## src/rtl/fpp_pkg.sv

```systemverilog
// shared types and constants for the framed packet parser
package fpp_pkg;

  localparam int unsigned BYTE_W    = 8;
  localparam int unsigned CFG_IDX_W = 2;

  typedef logic [BYTE_W-1:0] byte_t;

  // configuration register indexes
  typedef enum logic [CFG_IDX_W-1:0] {
    REG_START_MARKER = 2'd0,
    REG_END_MARKER   = 2'd1
  } cfg_reg_t;

  localparam byte_t START_MARKER_RST = 8'h24;
  localparam byte_t END_MARKER_RST   = 8'h23;

  typedef enum logic [2:0] {
    PH_IDLE    = 3'd0,
    PH_ADDRESS = 3'd1,
    PH_COMMAND = 3'd2,
    PH_LENGTH  = 3'd3,
    PH_HSUM    = 3'd4,
    PH_DATA    = 3'd5,
    PH_CRC     = 3'd6,
    PH_END     = 3'd7
  } phase_t;

  typedef enum logic [1:0] {
    KIND_PAYLOAD  = 2'd0,
    KIND_ACCEPTED = 2'd1,
    KIND_DROPPED  = 2'd2
  } kind_t;

  typedef struct packed {
    kind_t kind;
    byte_t payload_byte;
    byte_t byte_index;
    byte_t address;
    byte_t command;
    byte_t payload_length;
    byte_t hdr_csum;
    byte_t crc_byte;
  } result_t;

endpackage

```

## src/rtl/fpp_parser.sv

```systemverilog
// frame state machine: header capture, payload indexing, close and restart reports
module fpp_parser (
  input  logic             clk,
  input  logic             rst_n,
  input  logic             item_valid,
  input  fpp_pkg::byte_t   rx_byte,
  input  fpp_pkg::byte_t   start_marker,
  input  fpp_pkg::byte_t   end_marker,
  output logic             res_valid,
  output fpp_pkg::result_t res
);
  import fpp_pkg::*;

  phase_t phase_r, phase_nxt;
  byte_t  address_r, address_nxt;
  byte_t  command_r, command_nxt;
  byte_t  length_r, length_nxt;
  byte_t  hsum_r, hsum_nxt;
  byte_t  crc_r, crc_nxt;
  byte_t  count_r, count_nxt;
  logic   emit;

  always_comb begin
    phase_nxt   = phase_r;
    address_nxt = address_r;
    command_nxt = command_r;
    length_nxt  = length_r;
    hsum_nxt    = hsum_r;
    crc_nxt     = crc_r;
    count_nxt   = count_r;
    emit        = 1'b0;
    res         = '0;
    res.address         = address_r;
    res.command         = command_r;
    res.payload_length  = length_r;
    res.hdr_csum        = hsum_r;
    res.crc_byte        = crc_r;

    if (rx_byte == start_marker) begin
      // restart: report what was held so far, then clear
      emit        = (phase_r != PH_IDLE);
      res.kind    = KIND_DROPPED;
      address_nxt = '0;
      command_nxt = '0;
      length_nxt  = '0;
      hsum_nxt    = '0;
      crc_nxt     = '0;
      count_nxt   = '0;
      phase_nxt   = PH_ADDRESS;
    end else begin
      case (phase_r)
        PH_ADDRESS: begin
          address_nxt = rx_byte;
          phase_nxt   = PH_COMMAND;
        end
        PH_COMMAND: begin
          command_nxt = rx_byte;
          phase_nxt   = PH_LENGTH;
        end
        PH_LENGTH: begin
          length_nxt = rx_byte;
          phase_nxt  = PH_HSUM;
        end
        PH_HSUM: begin
          hsum_nxt  = rx_byte;
          count_nxt = '0;
          phase_nxt = (length_r == '0) ? PH_CRC : PH_DATA;
        end
        PH_DATA: begin
          emit             = 1'b1;
          res              = '0;
          res.kind         = KIND_PAYLOAD;
          res.payload_byte = rx_byte;
          res.byte_index   = count_r;
          count_nxt        = count_r + 8'd1;
          if (count_nxt == length_r) begin
            phase_nxt = PH_CRC;
          end
        end
        PH_CRC: begin
          crc_nxt   = rx_byte;
          phase_nxt = PH_END;
        end
        PH_END: begin
          emit      = 1'b1;
          res.kind  = (rx_byte == end_marker) ? KIND_ACCEPTED : KIND_DROPPED;
          phase_nxt = PH_IDLE;
        end
        default: begin
          phase_nxt = PH_IDLE;
        end
      endcase
    end
  end

  assign res_valid = item_valid & emit;

  always_ff @(posedge clk) begin
    if (!rst_n) begin
      phase_r   <= PH_IDLE;
      address_r <= '0;
      command_r <= '0;
      length_r  <= '0;
      hsum_r    <= '0;
      crc_r     <= '0;
      count_r   <= '0;
    end else if (item_valid) begin
      phase_r   <= phase_nxt;
      address_r <= address_nxt;
      command_r <= command_nxt;
      length_r  <= length_nxt;
      hsum_r    <= hsum_nxt;
      crc_r     <= crc_nxt;
      count_r   <= count_nxt;
    end
  end

  a_start_restarts: assert property (@(posedge clk) disable iff (!rst_n)
    item_valid && rx_byte == start_marker |=> phase_r == PH_ADDRESS)
    else $error("start marker did not restart framing");

  a_data_emits: assert property (@(posedge clk) disable iff (!rst_n)
    item_valid && phase_r == PH_DATA && rx_byte != start_marker
      |-> res_valid && res.kind == KIND_PAYLOAD)
    else $error("payload word without payload result");

  a_data_nonzero_len: assert property (@(posedge clk) disable iff (!rst_n)
    phase_r == PH_DATA |-> length_r != '0)
    else $error("data phase entered with zero length");

endmodule

```

## src/rtl/fpp_out_buf.sv

```systemverilog
// result register with a skid stage so input keeps flowing through a one-word output stall
module fpp_out_buf (
  input  logic             clk,
  input  logic             rst_n,
  input  logic             push,
  input  fpp_pkg::result_t push_data,
  output logic             push_ready,
  output logic             out_valid,
  input  logic             out_ready,
  output fpp_pkg::result_t out_data
);
  import fpp_pkg::*;

  logic    out_valid_r;
  logic    skid_valid_r;
  result_t out_data_r;
  result_t skid_data_r;
  logic    pop;

  assign pop        = out_valid_r & out_ready;
  assign push_ready = ~skid_valid_r;
  assign out_valid  = out_valid_r;
  assign out_data   = out_data_r;

  always_ff @(posedge clk) begin
    if (!rst_n) begin
      out_valid_r  <= 1'b0;
      skid_valid_r <= 1'b0;
    end else if (skid_valid_r) begin
      if (pop) begin
        skid_valid_r <= 1'b0;
      end
    end else if (push) begin
      if (out_valid_r && !pop) begin
        skid_valid_r <= 1'b1;
      end else begin
        out_valid_r <= 1'b1;
      end
    end else if (pop) begin
      out_valid_r <= 1'b0;
    end
  end

  always_ff @(posedge clk) begin
    if (skid_valid_r) begin
      if (pop) begin
        out_data_r <= skid_data_r;
      end
    end else if (push) begin
      if (out_valid_r && !pop) begin
        skid_data_r <= push_data;
      end else begin
        out_data_r <= push_data;
      end
    end
  end

  a_skid_behind_out: assert property (@(posedge clk) disable iff (!rst_n)
    skid_valid_r |-> out_valid_r)
    else $error("skid holds a word while output is empty");

  a_stall_to_skid: assert property (@(posedge clk) disable iff (!rst_n)
    push && out_valid_r && !out_ready |=> skid_valid_r)
    else $error("stalled word not parked in skid");

  a_skid_drains: assert property (@(posedge clk) disable iff (!rst_n)
    skid_valid_r && pop |=> out_valid_r && !skid_valid_r && out_data_r == $past(skid_data_r))
    else $error("skid word not moved to output");

endmodule

```

## src/rtl/framed_packet_parser.sv

```systemverilog
// top level: config registers, frame parser and result buffer
//
//  channel | direction | handshake             | payload
//  in      | sink      | in_valid / in_ready   | in_rx_byte
//  out     | source    | out_valid / out_ready | out_kind .. out_crc_byte
//  cfg     | sink      | cfg_valid / cfg_ready | cfg_index, cfg_data
//
// one byte per cycle while in_ready is high; each byte is parsed in the cycle it
// is taken and its result (if any) shows on out_* the next cycle unless the output
// is stalled. a skid stage behind the result register keeps in_ready high through a
// one-word output stall; in_ready drops only while the skid stage is full.
// rst_n is synchronous: idle phase, held fields cleared, markers to '$' and '#'.
// cfg_ready is always high.
module framed_packet_parser (
  input  logic                     clk,
  input  logic                     rst_n,
  input  logic                     in_valid,
  output logic                     in_ready,
  input  fpp_pkg::byte_t           in_rx_byte,
  output logic                     out_valid,
  input  logic                     out_ready,
  output fpp_pkg::kind_t           out_kind,
  output fpp_pkg::byte_t           out_payload_byte,
  output fpp_pkg::byte_t           out_byte_index,
  output fpp_pkg::byte_t           out_address,
  output fpp_pkg::byte_t           out_command,
  output fpp_pkg::byte_t           out_payload_length,
  output fpp_pkg::byte_t           out_hdr_csum,
  output fpp_pkg::byte_t           out_crc_byte,
  input  logic                     cfg_valid,
  output logic                     cfg_ready,
  input  logic [fpp_pkg::CFG_IDX_W-1:0] cfg_index,
  input  fpp_pkg::byte_t           cfg_data
);
  import fpp_pkg::*;

  byte_t   start_marker_r;
  byte_t   end_marker_r;
  logic    in_accept;
  logic    res_valid;
  result_t res;
  result_t out_data;

  assign cfg_ready = 1'b1;
  assign in_accept = in_valid & in_ready;

  always_ff @(posedge clk) begin
    if (!rst_n) begin
      start_marker_r <= START_MARKER_RST;
      end_marker_r   <= END_MARKER_RST;
    end else if (cfg_valid) begin
      case (cfg_reg_t'(cfg_index))
        REG_START_MARKER: start_marker_r <= cfg_data;
        REG_END_MARKER:   end_marker_r   <= cfg_data;
        default: ;
      endcase
    end
  end

  fpp_parser u_parser (
    .clk          (clk),
    .rst_n        (rst_n),
    .item_valid   (in_accept),
    .rx_byte      (in_rx_byte),
    .start_marker (start_marker_r),
    .end_marker   (end_marker_r),
    .res_valid    (res_valid),
    .res          (res)
  );

  fpp_out_buf u_out_buf (
    .clk        (clk),
    .rst_n      (rst_n),
    .push       (res_valid),
    .push_data  (res),
    .push_ready (in_ready),
    .out_valid  (out_valid),
    .out_ready  (out_ready),
    .out_data   (out_data)
  );

  assign out_kind            = out_data.kind;
  assign out_payload_byte    = out_data.payload_byte;
  assign out_byte_index      = out_data.byte_index;
  assign out_address         = out_data.address;
  assign out_command         = out_data.command;
  assign out_payload_length  = out_data.payload_length;
  assign out_hdr_csum        = out_data.hdr_csum;
  assign out_crc_byte        = out_data.crc_byte;

endmodule

```

## config.mk

```make
export PLATFORM = sky130hd
export DESIGN_NAME = framed_packet_parser
export DESIGN_NICKNAME = d
export VERILOG_FILES = /design/src/rtl/fpp_pkg.sv /design/src/rtl/fpp_parser.sv /design/src/rtl/fpp_out_buf.sv /design/src/rtl/framed_packet_parser.sv
export SDC_FILE = /design/constraint.sdc
export NUM_CORES = 1
export LEC_CHECK = 0
export ABC_AREA = 0
export BUFFER_PORTS_ARGS = -buffer_cell sky130_fd_sc_hd__buf_2
export CORE_MARGIN = 2
export CORE_UTILIZATION = 50
export CTS_BUF_LIST = sky130_fd_sc_hd__clkbuf_8
export DETAILED_ROUTE_END_ITERATION = 10
export GPL_ROUTABILITY_DRIVEN = 0
export PLACE_DENSITY = 0.72
export SLEW_MARGIN = 20
export SYNTH_ARGS = -nofsm -noshare
export SYNTH_HDL_FRONTEND = slang
export SYNTH_SLANG_ARGS = --single-unit
```

## constraint.sdc

```tcl
create_clock -name clk -period 16.8 [get_ports clk]
set_input_delay 1.68 -clock clk [delete_from_list [all_inputs] [get_ports clk]]
set_output_delay 1.68 -clock clk [all_outputs]
set_load 0.05 [all_outputs]
```

==> impl_results.md <==
* Status: finished, final reports clean
* Crit path time final at 3.54 ns
* Netlist Area Pre-Place at 7990 um^2
* GR Overflow Total at 0
* Remaining antenna violation count after routing at 0
* Largest net degree at the start of global routing at 58
* Final period utilization at 21.1%
* Post_cts resized at 0
* Power per cell area at 92.4 nW/um^2
* NetSw at 0.000193 W
* Final #Nets at 736
* Total core area at 15800 um^2
* Worst VDD drop at 47.7 uV
* 1st-iter DRT viols at 532
* Clock sink count at 185
* CTS Buffer Depth at 2
* Flop2flop setup slack at 14.19 ns
* Port Buffers at 82
* Worst-case clock skew at 0.0114 ns
* Syn Area/Cell at 12.2 um^2
* Startpoint types: input pin
* Most instantiated cells after synthesis: edfxtp_1 (116), dfxtp_1 (69), and2_1 (57), mux2_2 (57), a21oi_1 (53)
* Hold Crit Depth at 2
* Final setup viols at 0
* Vias per cell at 5.67
* Ant diodes at 0
* Htree depth at 4
* Async set-reset flop share out of synthesis at 0%
* Final Max Slew Viols at 0
* First-pass DRT Iterations at 5
* Crit path DAT at 3.92 ns
* WHS Endpoint: u_parser.hsum_r[5]
* Post-synth top area share at 43.6%
* Clock transition time at the flip-flop clock pins of the worst setup and hold paths at 0.09 ns
* Net Sw Frac at 23.4%
* Count leader, synth: edfxtp_1
* Post-DP HPWL at 11000 um
* Relative slew slack at 38.3%
* Synthesis-stage register bit count at 185
* Critical path type: in2reg
* Worst r2r src: u_parser.phase_r[2]
* Yosys Warn Count at 0
* CTS tree: yes
* DRC Markers at 0
* Synth Instances at 655
* Hold slack at 0.476 ns
* Max Clock Freq at 282 MHz
* Area contributors post-synth: edfxtp_1 (44%), dfxtp_1 (17%), mux2_2 (8.0%)
* Logic pwr share at 4.2%
* Die X at 130 um
* RSZ-0062 raised after global routing: false
* Crit path launch: in_rx_byte[6]
* Final WL at 16800 um
* Clock power share at 37.1%
* Num ports at 84
* EDFF count, synth at 116
* Chip height at 130 um
* Commonest register cell after synthesis: edfxtp_1
* Die area at 17000 um^2
* Hold Startpoint: u_parser.hsum_r[5]
* Register share of total power at 58.7%
* WL per Instance at 17.8 um
* P_leak at 3.18 nW
* Post-Syn Nets at 679
* Min-Delay Path Class: reg2reg
* Share of post-route cells with drive strength above 1 at 26.5%
* Root Driver: clkbuf_8
* Clk_lat worst skew at 0.47 ns
* Required time worst endpoint at 17.18 ns
* CTS Hold Bufs at 0
* Final Hold Vio Count at 0
* Post-Route Setup TNS at 0 ns
* Area leader, netlist: edfxtp_1
* Worst reg-to-reg path cell count at 5
* Worst Max-Slew Pin Slew at 0.920 ns
* # rows at 46
* Vias in the first global route at 5136
* Crit. End Element: flip-flop
* Sequential area share after synthesis at 60.9%
* Total vias in the final route at 5340
* Antenna violations before repair at 0
* Gr usage total at 20.5%
* Post-CTS setup buffer count at 0
* Total of max-cap violations at 0
* Crit Path Max Fanout at 24
* First-pass GRT wire length at 26800 um
* TritonCTS Buffers at 17
* FF-to-FF End: u_parser.count_r[0]
* Syn-to-layout area delta at 11.7%
* Initial core utilization at 50.7%
* Int Pwr at 0.000632 W
* Post-synth cell types at 57
==> layout make-up <==
| cell class | instances | area [um^2] |
|---|---|---|
| clock buffer | 18 | 248 |
| clock inverter | 14 | 160 |
| fill | 1337 | 6840 |
| inverter | 5 | 18.8 |
| multi-input combinational | 411 | 2880 |
| sequential | 185 | 4860 |
| tap | 216 | 270 |
| timing repair buffer | 92 | 485 |
==> per-stage QoR <==
step / area (um^2) / power, W / setup WS, ns / util (%) / cells
after floorplan: 7990 / 0.000519 / 9.42 / - / 655
after global placement: 8520 / 0.000527 / 12.85 / 54.0 / 909
after detailed placement: 8520 / 0.000528 / 12.83 / 54.0 / 909
after CTS: 8930 / 0.000832 / 13.30 / 56.6 / 941
after global routing: 8930 / 0.000853 / 13.03 / 56.6 / 941
final: 8930 / 0.000825 / 13.26 / 56.6 / 941
==> registers in the layout, indices dropped and copies added, names as in the netlist <==
register	flops
u_parser.hsum_r	8
u_out_buf.out_valid	1
start_marker_r	8
u_parser.count_r	8
u_parser.crc_r	8
end_marker_r	8
u_out_buf.skid_valid_r	1
u_out_buf.skid_data_r	58
u_parser.address_r	8
u_parser.command_r	8
u_out_buf.out_data	58
u_parser.length_r	8
u_parser.phase_r	3
==> worst max-delay path by stage <==
stage	endpoint	slack, ns	cells after the start
floorplan	u_out_buf.skid_data_r[0]	9.42	6
global placement	u_parser.hsum_r[2]	12.85	6
detailed placement	u_parser.count_r[0]	12.83	6
CTS	u_parser.count_r[0]	13.30	6
global route	u_parser.count_r[0]	13.03	6
finish	u_parser.count_r[0]	13.26	6
==> cell usage in the layout, fill, tap and decap left out, types with 6 or more instances in the layout <==
| master | instances |
|---|---|
| edfxtp_1 | 116 |
| buf_2 | 82 |
| dfxtp_1 | 69 |
| and2_1 | 57 |
| mux2_2 | 57 |
| a21oi_1 | 53 |
| o21ai_0 | 45 |
| nand4_1 | 44 |
| nand2_1 | 19 |
| nor2_1 | 18 |
| clkbuf_8 | 18 |
| mux2i_1 | 16 |
| xnor2_1 | 13 |
| xor2_1 | 12 |
| buf_4 | 10 |
| nor3_1 | 6 |
| o22ai_1 | 6 |
| inv_6 | 6 |
==> power by group through the flow <==
stage / registers [W] / clock network (W) / logic [W]
global placement: 0.000494 / 0 / 0.0000329
global route: 0.000485 / 0.000331 / 0.0000378
detailed placement: 0.000494 / 0 / 0.0000340
finish: 0.000484 / 0.000306 / 0.0000347
floorplan: 0.000493 / 0 / 0.0000257
CTS: 0.000484 / 0.000314 / 0.0000343
==> cell families after synthesis <==
group / share of synthesized area, %
buffers and inverters: 3.37
other: 0.0469
AO/OA/AOI/OAI: 9.72
multiplexers: 10.0
AND/OR/NAND/NOR: 13.1
flip-flops: 60.9
adder cells (fa/ha/maj): 0.156
XOR/XNOR: 2.74
==> metal layers <==
| layer | part of all wire [%] | global-route usage (%) | vias to the layer above |
|---|---|---|---|
| met5 | 0 | 0 | - |
| met1 | 47 | 28.9 | 2578 |
| met4 | 2.1 | 7.63 | 0 |
| met2 | 45 | 30.6 | 193 |
| met3 | 5.8 | 5.46 | 31 |
| li1 | - | - | 2538 |
==> critical path, stage by stage <==
cell      delay, ns
buf_2          0.16
xnor2_1        0.16
and4_1         0.36
a21boi_2       0.79
nand3_1        0.46
o31ai_1        0.30
Power figures use the tool's default switching activity.
